<file path="src/rtl/cdq_pkg.sv">
package cdq_pkg;

   localparam int DEPTH = 16;
   localparam int IDX_W = (DEPTH > 1) ? $clog2(DEPTH) : 1;
   localparam int CNT_W = $clog2(DEPTH + 1);
   localparam int DATA_W = 32;

   localparam logic [2:0] ACT_PUSH_FRONT = 3'd0;
   localparam logic [2:0] ACT_PUSH_BACK  = 3'd1;
   localparam logic [2:0] ACT_POP_FRONT  = 3'd2;
   localparam logic [2:0] ACT_POP_BACK   = 3'd3;
   localparam logic [2:0] ACT_LIST       = 3'd4;

   localparam logic [1:0] STS_DONE  = 2'd0;
   localparam logic [1:0] STS_EMPTY = 2'd1;
   localparam logic [1:0] STS_FULL  = 2'd2;

   // commands from the controller to the datapath
   typedef struct packed {
      logic       push_front;
      logic       push_back;
      logic       pop_front;
      logic       pop_back;
      logic       list_first;
      logic       list_next;
      logic       rsp_valid;
      logic [1:0] rsp_status;
      logic       rsp_from_ram;
      logic       rsp_last;
   } cdq_cmd_type;

   // status from the datapath to the controller
   typedef struct packed {
      logic empty;
      logic full;
      logic occ_one;
      logic list_final;
   } cdq_sts_type;

   // (a + b) mod DEPTH, valid for a < DEPTH and b <= DEPTH
   function automatic logic [IDX_W-1:0] add_mod(input logic [IDX_W-1:0] a,
                                                input logic [CNT_W-1:0] b);
      logic [CNT_W:0] s;
      s = (CNT_W+1)'(a) + (CNT_W+1)'(b);
      if (s >= (CNT_W+1)'(DEPTH)) begin
         s = s - (CNT_W+1)'(DEPTH);
      end
      return s[IDX_W-1:0];
   endfunction

endpackage

</file>
<file path="src/rtl/cdq_ram.sv">
module cdq_ram #(
   parameter int WIDTH = 32,
   parameter int DEPTH = 16
) (
   input  logic                                   clock,
   input  logic                                   we,
   input  logic [((DEPTH > 1) ? $clog2(DEPTH) : 1)-1:0] waddr,
   input  logic [WIDTH-1:0]                       wdata,
   input  logic                                   re,
   input  logic [((DEPTH > 1) ? $clog2(DEPTH) : 1)-1:0] raddr,
   output logic [WIDTH-1:0]                       rdata
);

   logic [WIDTH-1:0] mem_ff [DEPTH];
   logic [WIDTH-1:0] rdata_ff;

   always_ff @(posedge clock) begin
      if (we) begin
         mem_ff[waddr] <= wdata;
      end
      if (re) begin
         rdata_ff <= mem_ff[raddr];
      end
   end

   assign rdata = rdata_ff;

endmodule

</file>
<file path="src/rtl/cdq_datapath.sv">
module cdq_datapath import cdq_pkg::*; (
   input  logic              clock,
   input  logic              reset,
   input  cdq_cmd_type       cmd,
   input  logic [DATA_W-1:0] wr_value,
   output cdq_sts_type       sts,
   output logic              rsp_strobe,
   output logic [1:0]        rsp_status,
   output logic [DATA_W-1:0] rsp_item_value,
   output logic              rsp_last
);

   logic [IDX_W-1:0]  front_ff, front_in;
   logic [CNT_W-1:0]  occ_ff, occ_in;
   logic [CNT_W-1:0]  idx_ff, idx_in;
   logic              rsp_valid_ff;
   logic [1:0]        rsp_status_ff;
   logic              rsp_from_ram_ff;
   logic              rsp_last_ff;

   logic [CNT_W-1:0]  wr_offset, rd_offset;
   logic [IDX_W-1:0]  wr_addr, rd_addr;
   logic              ram_we, ram_re;
   logic [DATA_W-1:0] ram_rdata;

   // slot offsets from the front entry
   assign wr_offset = cmd.push_front ? CNT_W'(DEPTH - 1) : occ_ff;
   assign rd_offset = cmd.pop_back  ? (occ_ff - CNT_W'(1)) :
                      cmd.list_next ? idx_ff : '0;
   assign wr_addr   = add_mod(front_ff, wr_offset);
   assign rd_addr   = add_mod(front_ff, rd_offset);
   assign ram_we    = cmd.push_front | cmd.push_back;
   assign ram_re    = cmd.pop_front | cmd.pop_back | cmd.list_first | cmd.list_next;

   cdq_ram #(.WIDTH(DATA_W), .DEPTH(DEPTH)) u_ram (
      .clock (clock),
      .we    (ram_we),
      .waddr (wr_addr),
      .wdata (wr_value),
      .re    (ram_re),
      .raddr (rd_addr),
      .rdata (ram_rdata)
   );

   always_comb begin
      front_in = front_ff;
      occ_in   = occ_ff;
      idx_in   = idx_ff;
      if (cmd.push_front) begin
         front_in = wr_addr;
      end
      if (cmd.pop_front) begin
         front_in = add_mod(front_ff, CNT_W'(1));
      end
      if (ram_we) begin
         occ_in = occ_ff + CNT_W'(1);
      end
      if (cmd.pop_front | cmd.pop_back) begin
         occ_in = occ_ff - CNT_W'(1);
      end
      if (cmd.list_first) begin
         idx_in = CNT_W'(1);
      end
      if (cmd.list_next) begin
         idx_in = idx_ff + CNT_W'(1);
      end
   end

   always_ff @(posedge clock) begin
      if (reset) begin
         front_ff     <= '0;
         occ_ff       <= '0;
         idx_ff       <= '0;
         rsp_valid_ff <= 1'b0;
      end else begin
         front_ff     <= front_in;
         occ_ff       <= occ_in;
         idx_ff       <= idx_in;
         rsp_valid_ff <= cmd.rsp_valid;
      end
   end

   always_ff @(posedge clock) begin
      rsp_status_ff   <= cmd.rsp_status;
      rsp_from_ram_ff <= cmd.rsp_from_ram;
      rsp_last_ff     <= cmd.rsp_last;
   end

   assign sts.empty      = (occ_ff == '0);
   assign sts.full       = (occ_ff == CNT_W'(DEPTH));
   assign sts.occ_one    = (occ_ff == CNT_W'(1));
   assign sts.list_final = ((CNT_W+1)'(idx_ff) + (CNT_W+1)'(1)) == (CNT_W+1)'(occ_ff);

   assign rsp_strobe     = rsp_valid_ff;
   assign rsp_status     = rsp_status_ff;
   assign rsp_item_value = rsp_from_ram_ff ? ram_rdata : '0;
   assign rsp_last       = rsp_last_ff;

endmodule

</file>
<file path="src/rtl/cdq_ctrl.sv">
module cdq_ctrl import cdq_pkg::*; (
   input  logic        clock,
   input  logic        reset,
   input  logic        start,
   input  logic [2:0]  action,
   input  cdq_sts_type sts,
   output cdq_cmd_type cmd,
   output logic        busy
);

   typedef enum logic [1:0] {
      ST_IDLE = 2'b01,
      ST_LIST = 2'b10
   } state_type;

   state_type state_ff, state_in;

   always_comb begin
      state_in = state_ff;
      cmd      = '0;
      unique case (state_ff)
         ST_IDLE: begin
            if (start) begin
               unique case (action)
                  ACT_PUSH_FRONT, ACT_PUSH_BACK: begin
                     cmd.rsp_valid = 1'b1;
                     cmd.rsp_last  = 1'b1;
                     if (sts.full) begin
                        cmd.rsp_status = STS_FULL;
                     end else begin
                        cmd.rsp_status = STS_DONE;
                        cmd.push_front = (action == ACT_PUSH_FRONT);
                        cmd.push_back  = (action == ACT_PUSH_BACK);
                     end
                  end
                  ACT_POP_FRONT, ACT_POP_BACK: begin
                     cmd.rsp_valid = 1'b1;
                     cmd.rsp_last  = 1'b1;
                     if (sts.empty) begin
                        cmd.rsp_status = STS_EMPTY;
                     end else begin
                        cmd.rsp_status   = STS_DONE;
                        cmd.rsp_from_ram = 1'b1;
                        cmd.pop_front    = (action == ACT_POP_FRONT);
                        cmd.pop_back     = (action == ACT_POP_BACK);
                     end
                  end
                  ACT_LIST: begin
                     cmd.rsp_valid = 1'b1;
                     if (sts.empty) begin
                        cmd.rsp_status = STS_EMPTY;
                        cmd.rsp_last   = 1'b1;
                     end else begin
                        cmd.rsp_status   = STS_DONE;
                        cmd.rsp_from_ram = 1'b1;
                        cmd.list_first   = 1'b1;
                        cmd.rsp_last     = sts.occ_one;
                        if (!sts.occ_one) begin
                           state_in = ST_LIST;
                        end
                     end
                  end
                  default: begin
                     // unused codes give no word
                  end
               endcase
            end
         end
         ST_LIST: begin
            cmd.rsp_valid    = 1'b1;
            cmd.rsp_status   = STS_DONE;
            cmd.rsp_from_ram = 1'b1;
            cmd.list_next    = 1'b1;
            cmd.rsp_last     = sts.list_final;
            if (sts.list_final) begin
               state_in = ST_IDLE;
            end
         end
         default: begin
            state_in = ST_IDLE;
         end
      endcase
   end

   always_ff @(posedge clock) begin
      if (reset) begin
         state_ff <= ST_IDLE;
      end else begin
         state_ff <= state_in;
      end
   end

   assign busy = (state_ff == ST_LIST);

endmodule

</file>
<file path="src/rtl/circular_deque.sv">
// every result word appears in the cycle after the command (ring read or write) that makes it
// push and pop never raise busy; a new word may start every cycle while busy is low
// list reads the ring once per stored entry (one ring read a cycle), busy high for all reads but the first
// an empty list, pop on empty or push on full gives a single word
// synchronous reset empties the queue; ring contents are not cleared
// the receiver cannot stall: rsp_strobe marks each result word for exactly one cycle
module circular_deque import cdq_pkg::*; (
   input  logic              clock,
   input  logic              reset,
   input  logic              start,
   output logic              busy,
   input  logic [2:0]        req_action,
   input  logic [DATA_W-1:0] req_value,
   output logic              rsp_strobe,
   output logic [1:0]        rsp_status,
   output logic [DATA_W-1:0] rsp_item_value,
   output logic              rsp_last
);

   cdq_cmd_type cmd;
   cdq_sts_type sts;

   cdq_ctrl u_ctrl (
      .clock  (clock),
      .reset  (reset),
      .start  (start),
      .action (req_action),
      .sts    (sts),
      .cmd    (cmd),
      .busy   (busy)
   );

   cdq_datapath u_datapath (
      .clock          (clock),
      .reset          (reset),
      .cmd            (cmd),
      .wr_value       (req_value),
      .sts            (sts),
      .rsp_strobe     (rsp_strobe),
      .rsp_status     (rsp_status),
      .rsp_item_value (rsp_item_value),
      .rsp_last       (rsp_last)
   );

endmodule
</file>
<file path="config.mk">
export PLATFORM = sky130hd
export DESIGN_NAME = circular_deque
export DESIGN_NICKNAME = d
export VERILOG_FILES = /design/src/rtl/cdq_pkg.sv /design/src/rtl/cdq_ram.sv /design/src/rtl/cdq_datapath.sv /design/src/rtl/cdq_ctrl.sv /design/src/rtl/circular_deque.sv
export SDC_FILE = /design/constraint.sdc
export NUM_CORES = 1
export LEC_CHECK = 0
export BUFFER_PORTS_ARGS = -buffer_cell sky130_fd_sc_hd__buf_2
export CAP_MARGIN = 20
export CORE_ASPECT_RATIO = 2
export CORE_MARGIN = 5
export CORE_UTILIZATION = 39
export DETAILED_ROUTE_END_ITERATION = 12
export RECOVER_POWER = 50
export SKIP_CTS_REPAIR_TIMING = 1
export SYNTH_ARGS = -nofsm -noshare
export SYNTH_HDL_FRONTEND = slang
export SYNTH_SLANG_ARGS = --single-unit
</file>
<file path="constraint.sdc">
create_clock -name clock -period 9.9 [get_ports clock]
set_clock_uncertainty 0.2 [all_clocks]
set_input_delay 0.495 -clock clock [delete_from_list [all_inputs] [get_ports clock]]
set_output_delay 0.495 -clock clock [all_outputs]
set_load 0.01 [all_outputs]
</file>
==> After elaboration in Yosys (flattened, before gate mapping) <==
Memories as Yosys holds them, arrays and structs flattened. A register that Yosys moved wholly into a read port is not among the register bits.
Index checks and enable logic that the tools add are counted.
{ "totals": {"in_bits": 38, "n_memories": 1, "regBits": 21, "wordCells": 88, "out_inout_bits": 37, "ram_bits": 512} }
{ "op_classes": {"reduce_logical": 10, "order_cmp": 3, "add_sub_neg": 10, "eq_ne": 14, "n_mux": 38, "bitwise_logic": 4} }
{ "memory_table": {"columns": ["name", "depth", "word_bits", "read_ports", "rd_ports_with_merged_regs", "wr", "line", "source"], "rows": [
  ["u_datapath.u_ram.mem_ff", 16, 32, 1, 1, 1, "cdq_ram.sv:14", "logic [WIDTH-1:0] mem_ff [DEPTH];"]
]} }
{ "op_table": {"columns": ["op", "count"], "rows": [
  ["$mux 5", 10],
  ["$mux 32", 1],
  ["$mux 2", 10],
  ["$mux 4", 5],
  ["$add 4x5->6", 2],
  ["$ge 6x5->1 const B", 2],
  ["$sub 4x1->4 const B", 3],
  ["$add 5x1->5 const B", 2],
  ["$pmux 5 s2", 1],
  ["$mux 1", 8],
  ["$ne 2x2->1 const B", 4],
  ["$add 5x1->6 const B", 1],
  ["$eq 3x2->1 const B", 2],
  ["$eq 6x5->1", 1],
  ["$pmux 3 s2", 1],
  ["$reduce_bool 2->1", 3],
  ["$add 4x1->5 const B", 1],
  ["$eq 5x1->1 const B", 1],
  ["$eq 5x5->1 const B", 1],
  ["$ge 5x5->1 const B", 1],
  ["$logic_not 5->1", 1],
  ["$reduce_and 5->1", 1],
  ["$sub 5x1->5 const B", 1],
  ["$or 1x1->1", 4],
  ["other kinds (11)", 12]
]} }

==> Depth between registers and ports, before layout <==
Gate-level depths: netlist (run 1).
{ "depth": {"depth_word": 11, "mapped_depth": 15, "ltp_nobuf": 12} }

==> By module <==
Synthesis (run 1) repeated with hierarchy kept, for this count alone.
{ "unflattened": {"cells_unflattened": 1067, "hier_area_um2": 21979.8} }
{ "modules_own_cells": {"columns": ["module", "cells_each", "n_inst", "area_per_inst_um2", "seq_area_each_um2"], "rows": [
  ["cdq_ram", 838, 1, 20155.6, 16335.7],
  ["cdq_datapath", 194, 1, 1552.7, 380.4],
  ["cdq_ctrl", 35, 1, 271.5, 40.0]
]} }

==> Least setup slack after synthesis (run 1) <==
No wires, ideal clock.
{ "synth_timing": {"path_type": "reg-to-reg", "from": "register u_ctrl.state_ff[1]", "to": "memory u_datapath.u_ram.mem_ff[12][0], enable pin", "stages_incl_launch_ff": 13, "n_path_buf": 1, "arrival_time_ps": 4088, "synth_period_minus_slack_ps": 4709, "required_ps": 9279, "setup_time_ps": 421, "setup_slack_ps": 5191, "path_cell_list": "dfxtp_1 -> inv_1 -> ha_1 -> clkbuf_1 -> and4bb_2 -> nand2_1 -> nor2_1 -> or2_2 -> ha_1 -> a21oi_1 -> xnor3_1 -> or2_1 -> nor2_1"} }
{ "synth_between": {"elab_chain_len": 6, "word_cells_on_any_way": 10, "cone_classes": "2 x add/sub; 1 x order compare; 1 x eq/ne; 5 x mux; 1 x bitwise"} }
{ "synth_rtl": {"columns": ["item", "line", "source"], "rows": [
  ["start, declared", "cdq_ctrl.sv:16", "state_type state_ff, state_in;"],
  ["start signal, assigned", "cdq_ctrl.sv:89", "state_ff <= state_in;"],
  ["$eq 2x1->1 (*)", "cdq_ctrl.sv:21", "unique case (state_ff)"],
  ["$mux 5 (*)", "cdq_ctrl.sv:21", null],
  ["$mux 5", "cdq_datapath.sv:27", "assign wr_offset = cmd.push_front ? CNT_W'(DEPTH - 1) : occ_ff;"],
  ["$add 4x5->6", "cdq_pkg.sv:44", "s = (CNT_W+1)'(a) + (CNT_W+1)'(b);"],
  ["$ge 6x5->1 or $sub 4x1->4 (tied branches)", "cdq_pkg.sv:45, cdq_pkg.sv:46", null],
  ["$mux 4", "cdq_pkg.sv:45", "if (s >= (CNT_W+1)'(DEPTH)) begin"],
  ["end, declared", "cdq_ram.sv:14", null]
]} }
Every way passes the cells marked *; elsewhere a longest branch is shown, timed or not.

==> Worst setup path in the final report (run 1) <==
{ "layout_timing": {"from": "register u_datapath.occ_ff[0]", "to": "register u_datapath.u_ram.rdata_ff[31], in the netlist u_datapath.u_ram.rdata[31], read port of u_datapath.u_ram.mem_ff, data pin"} }
{ "layout_between": {"elab_chain_len": 9, "word_cells_on_any_way": 16, "cone_classes": "3 x add/sub; 1 x order compare; 8 x mux; 3 x bitwise; 1 x reduce/logical"} }
{ "layout_rtl": {"columns": ["item", "line", "source"], "rows": [
  ["start, declared", "cdq_datapath.sv:14", "logic [CNT_W-1:0] occ_ff, occ_in;"],
  ["start signal, assigned", "cdq_datapath.sv:77", "occ_ff <= occ_in;"],
  ["$logic_not 5->1", "cdq_datapath.sv:89", "assign sts.empty = (occ_ff == '0);"],
  ["$mux 2", "cdq_ctrl.sv:39", "if (sts.empty) begin"],
  ["$mux 2", "cdq_ctrl.sv:24", "unique case (action)"],
  ["$mux 5", "cdq_ctrl.sv:23", "if (start) begin"],
  ["$mux 5", "cdq_ctrl.sv:21", null],
  ["$mux 5", "cdq_datapath.sv:28", "assign rd_offset = cmd.pop_back ? (occ_ff - CNT_W'(1)) :"],
  ["$add 4x5->6", "cdq_pkg.sv:44", null],
  ["$ge 6x5->1 or $sub 4x1->4 (tied branches)", "cdq_pkg.sv:45, cdq_pkg.sv:46", null],
  ["$mux 4", "cdq_pkg.sv:45", null],
  ["end, declared", "cdq_ram.sv:15", "logic [WIDTH-1:0] rdata_ff;"]
]} }
Parallel ways exist; a longest one is shown, timed or not.
A chain may end at the register's enable or synchronous reset.

==> flow_summary.json, run 1 <==
{
  "whs_ps": 31.0,
  "seq_area_frac_synth": 0.753,
  "clk_path_buf_depth": 3,
  "hp-class": "input port to flop",
  "fin_nets": 1214,
  "avgSynthCellArea_um2": 21.0,
  "worstPathArrival_ps": 5430,
  "final_common_cell": "edfxtp_1",
  "cpPeakStageDelay_ps": 1070,
  "rows": 124,
  "cp_top_family": "adder cells",
  "clock_sinks": 565,
  "drt_iter0_markers": 778,
  "period_share": 0.540,
  "final.setup.worst_slack_ps": 4550,
  "maxCapViolCount": 1,
  "synthArstFlopShare": 0,
  "drive_gt1_frac": 0.236,
  "drv_slew": 34,
  "grt_pass1_wl_um": 70000,
  "final_cell_mix": "edfxtp_1 (544), mux4_2 (128), mux2i_1 (98), clkbuf_16 (51), clkbuf_1 (47)",
  "io_buffers": 74,
  "crit_path_max_fanout": 56,
  "cellLeakagePower_nw": 8.08,
  "critPathLaunchType": "flop",
  "first_global_vias": 11074,
  "powerDensity_nw_per_um2": 205,
  "totalNegativeSetupSlack_ps": 0,
  "cts_root_buffer": "clkbuf_16",
  "cts_htree_levels": 2,
  "cp_num_buf_inv": 4,
  "worst_slew_pin_slew_ps": 3170,
  "synth_warnings": 0,
  "cts_tree": "yes",
  "ir_drop_mv": 0.184,
  "crit_slowest_cell": "fa_4",
  "dpl.hpwl_um": 23400,
  "die_x_um": 179,
  "mappedNetlistArea_um2": 22200,
  "ys_ff_latch": 565,
  "fp.dieH_um": 348,
  "dr.pass1.iters": 5,
  "vias": 10461,
  "routed_wl_um": 47000,
  "antenna_found_initial": 4,
  "grt_use_total": 0.151,
  "clkTransAtPathRegs_ps": 60,
  "critPathKind": "flop to flop",
  "area_delta_synth_final_pct": 14.0,
  "place_congestion": 0.743,
  "viasPerCell": 5.34,
  "synth_cell_type_count": 51,
  "final_antenna_net_count": 0,
  "pre_cts_slack_ps": 4590,
  "netlist_instances": 1057,
  "cp-end-kind": "flop",
  "drc": 0,
  "crit_required_ps": 9980,
  "path_cells": "inv_1 > ha_1 > or4b_1 > nand3_2 > nand3_1 > o21ai_0 > ha_4 > inv_1 > fa_4 > buf_16 > buf_4 > mux4_2 > mux2i_1 > mux2i_1",
  "fp.coreArea_um2": 56800,
  "start_util": 0.392,
  "synth_ff_type": "edfxtp_1",
  "finalSetupViolCount": 0,
  "hold_viol_final": 0,
  "synth_edf_count": 544,
  "io_pins": 75,
  "rsz0062_at_grt": "no",
  "clk_latency_ps": 580,
  "grt_max_degree": 87,
  "grt-ovfl-total": 0,
  "slew_headroom": -1.11,
  "fmax_mhz": 187,
  "cts_made_buffers": 51,
  "outcome": "complete, but fails checks",
  "violations": "max-capacitance violations, max-slew violations",
  "wl_per_cell_um": 24.0,
  "dieArea_um2": 62200,
  "synth_nets": 1111,
  "period_needed_ps": 5350
}
==> synthesized netlist by cell type, types with 3 or more instances <==
| cell type | n | area (um^2) |
|---|---|---|
| o21ai_0 | 8 | 40.0 |
| dfxtp_1 | 21 | 420 |
| ha_1 | 14 | 175 |
| edfxtp_1 | 544 | 16300 |
| a31oi_1 | 4 | 25.0 |
| a21oi_1 | 13 | 65.1 |
| buf_6 | 3 | 33.8 |
| a21o_1 | 6 | 45.0 |
| buf_2 | 6 | 30.0 |
| xor2_1 | 5 | 43.8 |
| nor3b_1 | 3 | 22.5 |
| clkbuf_1 | 30 | 113 |
| nor2_1 | 32 | 120 |
| and2_1 | 33 | 206 |
| nand2_1 | 16 | 60.1 |
| mux4_2 | 128 | 2880 |
| xnor2_1 | 11 | 96.3 |
| nor3_1 | 8 | 40.0 |
| nand3b_1 | 3 | 22.5 |
| inv_1 | 17 | 63.8 |
| buf_1 | 9 | 33.8 |
| mux2i_1 | 98 | 981 |
| nand3_1 | 11 | 55.1 |
==> area by class of cell <==
type                       count  area (um^2)
fill                        4832        31400
tap                          756          946
clock buffer                  60         1310
timing repair buffer          98          533
sequential                   565        16800
multi-input combinational    427         5370
clock inverter                34          370
antenna                        1         2.50
inverter                      17         63.8
==> per-stage QoR <==
step	util	power, mW	instance area, um^2	std cells
after floorplan	-	3.10	22200	1057
after global routing	0.446	5.39	25400	1957
final	0.447	5.20	25400	1958
after global placement	0.417	3.26	23700	1862
after detailed placement	0.418	3.28	23700	1863
after CTS	0.447	5.26	25400	1957
==> kinds of logic (layout without fill, tap and decap cells) <==
group                    Yosys count  count (layout)  synth area share
AO/OA/AOI/OAI                     42              42            0.0119
XOR/XNOR                          19              19           0.00877
adder cells (fa/ha/maj)           16              16           0.00968
buffers and inverters             65             209            0.0123
flip-flops                       565             565             0.753
multiplexers                     227             227             0.174
other                              0               1                 0
AND/OR/NAND/NOR                  123             123            0.0299
==> report_power, final <==
group          switching (mW)  internal, mW
combinational           0.293         0.207
sequential             0.0267          2.69
clock                   0.846          1.14
total                    1.17          4.03
==> routing by layer <==
metal  routed length, um  global-route usage
met1               19100               0.194
met2               24800               0.268
met3                2200              0.0252
met4                 896              0.0356
met5                  40                   0
==> registers in the layout, summed over array words and instances (netlist names) <==
signal	flops
u_datapath.rsp_from_ram_ff	1
u_datapath.idx_ff	5
u_datapath.occ_ff	5
u_datapath.rsp_last	1
u_ctrl.state_ff	2
u_datapath.rsp_status	2
u_datapath.u_ram.rdata	32
u_datapath.u_ram.mem_ff	512
u_datapath.rsp_strobe	1
u_datapath.front_ff	4
==> worst paths after layout <==
check / from / to / slack [ps] / depth (start not counted)
max: u_datapath.occ_ff[0] / u_datapath.u_ram.rdata[31] / 4550 / 14
min: start / u_datapath.rsp_status[0] / 30 / 3
max reg2reg: u_datapath.occ_ff[0] / u_datapath.u_ram.rdata[31] / 4550 / 14
min reg2reg: u_datapath.idx_ff[0] / u_datapath.idx_ff[0] / 360 / 2
==> worst min-delay path: cells and delay by family <==
| family | cells | cell delay [ps] |
|---|---|---|
| buf+inv | 1 | 150 |
| simple gates | 2 | 120 |
(Power assumes the default switching activity.)
==> run 2: changes to the inputs <==
clock period = 4.9 ns   (was 9.9 ns; I/O delays follow)
==> run 2 against run 1 <==
  * Maximum frequency rose by 19%
  * Critical path type unchanged
  * Die area is the same
  * The run now ends clean
  * Wire length up 1.1%
  * Clock power grew 110%
  * Sequential cell count is the same
  * Highest routed layer is now met4
  * Count of clock-buffer cells in the layout down 3
  * Cell area is 3.1% higher
  * First-iteration DRC count is 9.5% lower
  * Worst setup slack got worse by 4100 ps
  * Via count rose by 1.5%
  * Largest power group unchanged
  * Sequential power rose by 100%
==> flow_summary.json, run 2 (synthesized netlist as in run 1, its figures left out) <==
{
  "final-instance-count-excl-fill": 2013,
  "numPlacedInstances": 1880,
  "io_pins": 75,
  "cp-end-kind": "flop",
  "cp-startpoint": "u_datapath.occ_ff[0]",
  "timing.rr.end": "u_datapath.u_ram.rdata[31]",
  "crit_path_max_fanout": 60,
  "p_switching_mw": 2.41,
  "worstPathArrival_ps": 4600,
  "outcome": "finished, final reports clean",
  "fmax_mhz": 223,
  "drc": 0,
  "powerDensity_nw_per_um2": 408,
  "routed_wl_um": 47500,
  "whs_ps": 0.868,
  "largest_register_ffs": 512,
  "critPathLaunchType": "flop",
  "cts_made_buffers": 51,
  "finalSetupViolCount": 0,
  "maxCapViolCount": 0,
  "dpl_cell_area_um2": 24100,
  "final.setup.worst_slack_ps": 412,
  "drv_slew": 0,
  "cellLeakagePower_nw": 8.38,
  "hp-start": "req_action[1]",
  "dr.pass1.iters": 5,
  "worst_slew_pin_slew_ps": 1400,
  "grt-ovfl-total": 0,
  "area_delta_synth_final_pct": 17.5,
  "pre_cts_slack_ps": 455,
  "swShare": 0.226,
  "crit_required_ps": 5010,
  "clock_sinks": 565,
  "drive_gt1_frac": 0.239,
  "clkPwrFrac": 0.385,
  "fin_nets": 1268,
  "intPower_mw": 8.26,
  "clk_path_buf_depth": 3,
  "regMostFlops": "u_datapath.u_ram.mem_ff",
  "cp-endpoint": "u_datapath.u_ram.rdata[31]",
  "vias": 10619,
  "slew_headroom": 0.0670,
  "clk_latency_ps": 580,
  "crit_slowest_cell": "fa_4",
  "final_area_um2": 26100,
  "die_x_um": 179,
  "first_global_vias": 11085,
  "fin_util": 0.460,
  "dieArea_um2": 62200,
  "p_seq_frac": 0.515,
  "final_antenna_net_count": 0,
  "cts_tree": "yes",
  "hold_viol_final": 0,
  "path_cells": "inv_1 > ha_1 > or4b_1 > nand3_2 > nand3_1 > o21ai_0 > ha_4 > inv_1 > fa_4 > buf_12 > mux4_2 > mux2i_1 > mux2i_1",
  "place_congestion": 0.738,
  "reg2reg_slack_ps": 410,
  "cpPeakStageDelay_ps": 840,
  "hp-class": "input port to flop",
  "rows": 124,
  "period_share": 0.916,
  "drt_iter0_markers": 704,
  "power_mw": 10.7,
  "totalNegativeSetupSlack_ps": 0,
  "rr_worst_depth": 13,
  "grt_pass1_wl_um": 71200,
  "antenna_found_initial": 1,
  "cts_root_buffer": "clkbuf_16",
  "clkTransAtPathRegs_ps": 70,
  "comb_power_share": 0.101,
  "final_cell_mix": "edfxtp_1 (544), mux4_2 (128), mux2i_1 (98), clkbuf_16 (52), clkbuf_1 (49)",
  "critPathKind": "flop to flop",
  "rr_startpoint": "u_datapath.occ_ff[0]",
  "rsz0062_at_grt": "no",
  "grt_use_total": 0.153,
  "start_util": 0.392,
  "fp.coreArea_um2": 56800,
  "final_common_cell": "edfxtp_1",
  "period_needed_ps": 4490,
  "ir_drop_mv": 0.310,
  "viasPerCell": 5.28,
  "io_buffers": 74,
  "fp.dieH_um": 348,
  "grt_max_degree": 69,
  "cts_htree_levels": 2,
  "wl_per_cell_um": 23.6,
  "dpl.hpwl_um": 27500
}
## run 2: worst min-delay path by stage
stage	to	slack [ps]	cells past startpoint
after floorplan	u_datapath.u_ram.mem_ff[0][0]	140	0
after global placement	u_ctrl.state_ff[0]	320	2
after detailed placement	u_datapath.idx_ff[0]	340	2
after CTS	u_datapath.rsp_status[0]	-250	3
after global routing	u_datapath.rsp_strobe	40	4
final	u_datapath.rsp_strobe	0.9	4
## run 2: layout make-up
cell class                      count  area [um^2]
Clock inverter                     38          410
Timing Repair Buffer              152         1260
Sequential cell                   565        16800
Inverter                           17         63.8
Fill cell                        4792        30600
Antenna cell                        1         2.50
Clock buffer                       57         1320
Multi-Input combinational cell    427         5370
Tap cell                          756          946
## run 2: power by group through the flow
stage               Clock (mW)  Combinational, mW  Sequential (mW)
finish                    4.10               1.07             5.49
global route              4.39               1.17             5.50
CTS                       4.19               1.08             5.49
detailed placement           0               1.08             5.59
global placement             0               1.05             5.59
floorplan                    0              0.697             5.57
## run 2: layer usage
layer	vias up	track usage	share of wire
met4	0	0.0359	0.020
met5	-	0	0
met1	5623	0.208	0.42
met3	59	0.0226	0.046
met2	292	0.260	0.51
li1	4645	-	-
## run 2: worst max-delay path, delay by kind of cell, from the launching register on
family / cells / cell delay (ps)
mux: 3 / 810
simple gates: 3 / 800
flops: 1 / 410
buf+inv: 3 / 540
compound gates: 1 / 180
fa+ha+maj: 3 / 1240
==> run 3: changes to the inputs <==
CELL_PAD_IN_SITES_DETAIL_PLACEMENT = 2   (was default)
CELL_PAD_IN_SITES_GLOBAL_PLACEMENT = 2   (was default)
CORE_MARGIN = default   (was 5)
PLACE_DENSITY_LB_ADDON = 0.1   (was default)
==> run 3 against run 2 <==
  * The run now ends with max-capacitance violations, max-slew violations left
  * Worst setup slack got worse by 87 ps
  * Clock power down 2%
  * Core utilization increased by 0.21 points
  * Via count is 0.97% higher
  * Non-clock buffer count increased by 3
  * Sequential share of layout area is 0.23 points higher
  * Global-route usage up 4.7 points
  * Cell count about the same
  * Wire length up 17%
  * Critical path depth fell by 1
  * Largest power group unchanged
==> flow_summary.json, run 3 (synthesized netlist as in run 1, its figures left out) <==
{
  "cellLeakagePower_nw": 8.34,
  "regMostFlops": "u_datapath.u_ram.mem_ff",
  "antenna_found_initial": 1,
  "dr.pass1.iters": 4,
  "fmax_mhz": 219,
  "fp.dieH_um": 340,
  "clock_sinks": 565,
  "largest_register_ffs": 512,
  "hp-class": "input port to flop",
  "antenna_cells": 0,
  "start_util": 0.395,
  "first_global_vias": 12214,
  "maxCapViolCount": 1,
  "io_pins": 75,
  "clkTransAtPathRegs_ps": 60,
  "crit_slowest_cell": "nor2_4",
  "viasPerCell": 5.33,
  "cts_made_buffers": 52,
  "fin_util": 0.462,
  "grt_max_degree": 38,
  "cp_common_cell": "ha_1",
  "io_buffers": 74,
  "vias": 10722,
  "period_share": 0.934,
  "final_cell_mix": "edfxtp_1 (544), mux4_2 (128), mux2i_1 (98), clkbuf_1 (64), clkbuf_16 (54)",
  "rr_worst_depth": 12,
  "cp-end-kind": "flop",
  "numPlacedInstances": 1877,
  "dpl_cell_area_um2": 24100,
  "fin_nets": 1272,
  "finalSetupViolCount": 0,
  "cp-startpoint": "u_ctrl.state_ff[1]",
  "worstPathArrival_ps": 4660,
  "hold_depth": 4,
  "path_cells": "inv_1 > ha_1 > and4bb_1 > nand2_1 > o21ai_0 > ha_1 > a21o_1 > a21oi_1 > xnor3_1 > nand2b_1 > nor2_4 > buf_4",
  "totalNegativeSetupSlack_ps": 0,
  "worst_slew_pin_slew_ps": 1570,
  "swShare": 0.233,
  "rr_startpoint": "u_ctrl.state_ff[1]",
  "dieArea_um2": 58100,
  "area_delta_synth_final_pct": 17.1,
  "clkPwrFrac": 0.378,
  "powerDensity_nw_per_um2": 409,
  "cts_tree": "yes",
  "slew_headroom": -0.0455,
  "comb_power_share": 0.106,
  "grt_pass1_wl_um": 82700,
  "fillers": 5163,
  "dpl.hpwl_um": 34000,
  "whs_ps": 0.720,
  "routed_wl_um": 55800,
  "drive_gt1_frac": 0.230,
  "final_area_um2": 26000,
  "place_congestion": 0.763,
  "final-instance-count-excl-fill": 2011,
  "die_x_um": 171,
  "drv_slew": 33,
  "drc": 0,
  "final_antenna_net_count": 0,
  "rsz0062_at_grt": "no",
  "critPathLaunchType": "flop",
  "final_common_cell": "edfxtp_1",
  "clk_latency_ps": 590,
  "p_switching_mw": 2.48,
  "drt_iter0_markers": 675,
  "period_needed_ps": 4580,
  "cpPeakStageDelay_ps": 610,
  "crit_required_ps": 4980,
  "fp.coreArea_um2": 56300,
  "p_seq_frac": 0.516,
  "ir_drop_mv": 0.299,
  "rows": 123,
  "cts_htree_levels": 2,
  "hold_viol_final": 0,
  "critPathKind": "flop to flop",
  "wl_per_cell_um": 27.7,
  "grt_use_total": 0.200,
  "grt-ovfl-total": 0,
  "crit_path_max_fanout": 14,
  "clk_path_buf_depth": 3,
  "violations": "max-capacitance violations, max-slew violations",
  "hp-start": "req_action[0]",
  "cts_root_buffer": "clkbuf_16",
  "intPower_mw": 8.16,
  "outcome": "complete, but fails checks"
}
==> run 3: cell count changes in the layout (fill, tap and decap cells not counted), sizes merged <==
cell and change:
buf -4, bufinv -4, clkbuf +19, clkinvlp -4, diode -1, dlygate4sd3 -1
inv -1
==> run 3: cell type report <==
cell class	count	area, um^2	share of cell area
clock buffers	68	1420	0.0547
clock inverters	29	245	0.00942
inverters	17	63.8	0.00245
multi-input cells	427	5370	0.206
flip-flops and latches	565	16800	0.643
well taps	750	938	0.0360
repair buffers	155	1240	0.0476
==> run 3: power by group through the flow <==
stage / logic [mW] / clock network [mW] / registers, mW
floorplan: 0.697 / 0 / 5.57
global placement: 1.11 / 0 / 5.60
detailed placement: 1.15 / 0 / 5.60
CTS: 1.15 / 4.16 / 5.50
global route: 1.22 / 4.30 / 5.50
finish: 1.13 / 4.02 / 5.50
==> run 3: stage by stage <==
stage               setup WS, ps  total power, mW
global route                44.5             11.0
finish                       325             10.6
detailed placement           310             6.75
global placement             408             6.71
floorplan                    191             6.26
CTS                          286             10.8
==> run 3: metal layers <==
metal | vias to the layer above | global-route usage | wire length, um
met3 | 70 | 0.0239 | 1310
met5 | - | 0 | 0
met4 | 0 | 0.0580 | 1250
met2 | 154 | 0.381 | 31900
li1 | 4654 | - | -
met1 | 5844 | 0.230 | 21400
==> run 3: final timing paths <==
check                                   endpoint  slack [ps]
setup / recovery  u_datapath.u_ram.mem_ff[10][3]         320
hold / removal            u_datapath.front_ff[1]         0.7
setup reg to reg  u_datapath.u_ram.mem_ff[10][3]         320
hold reg to reg               u_ctrl.state_ff[0]         350
==> run 3: critical path: cells and delay by family, from the launching register on <==
kind | cells | cell delay [ps]
AO/OA/AOI/OAI | 3 | 730
XOR/XNOR | 1 | 430
adder cells (fa/ha/maj) | 2 | 640
buffers and inverters | 2 | 410
flip-flops | 1 | 320
AND/OR/NAND/NOR | 4 | 1540
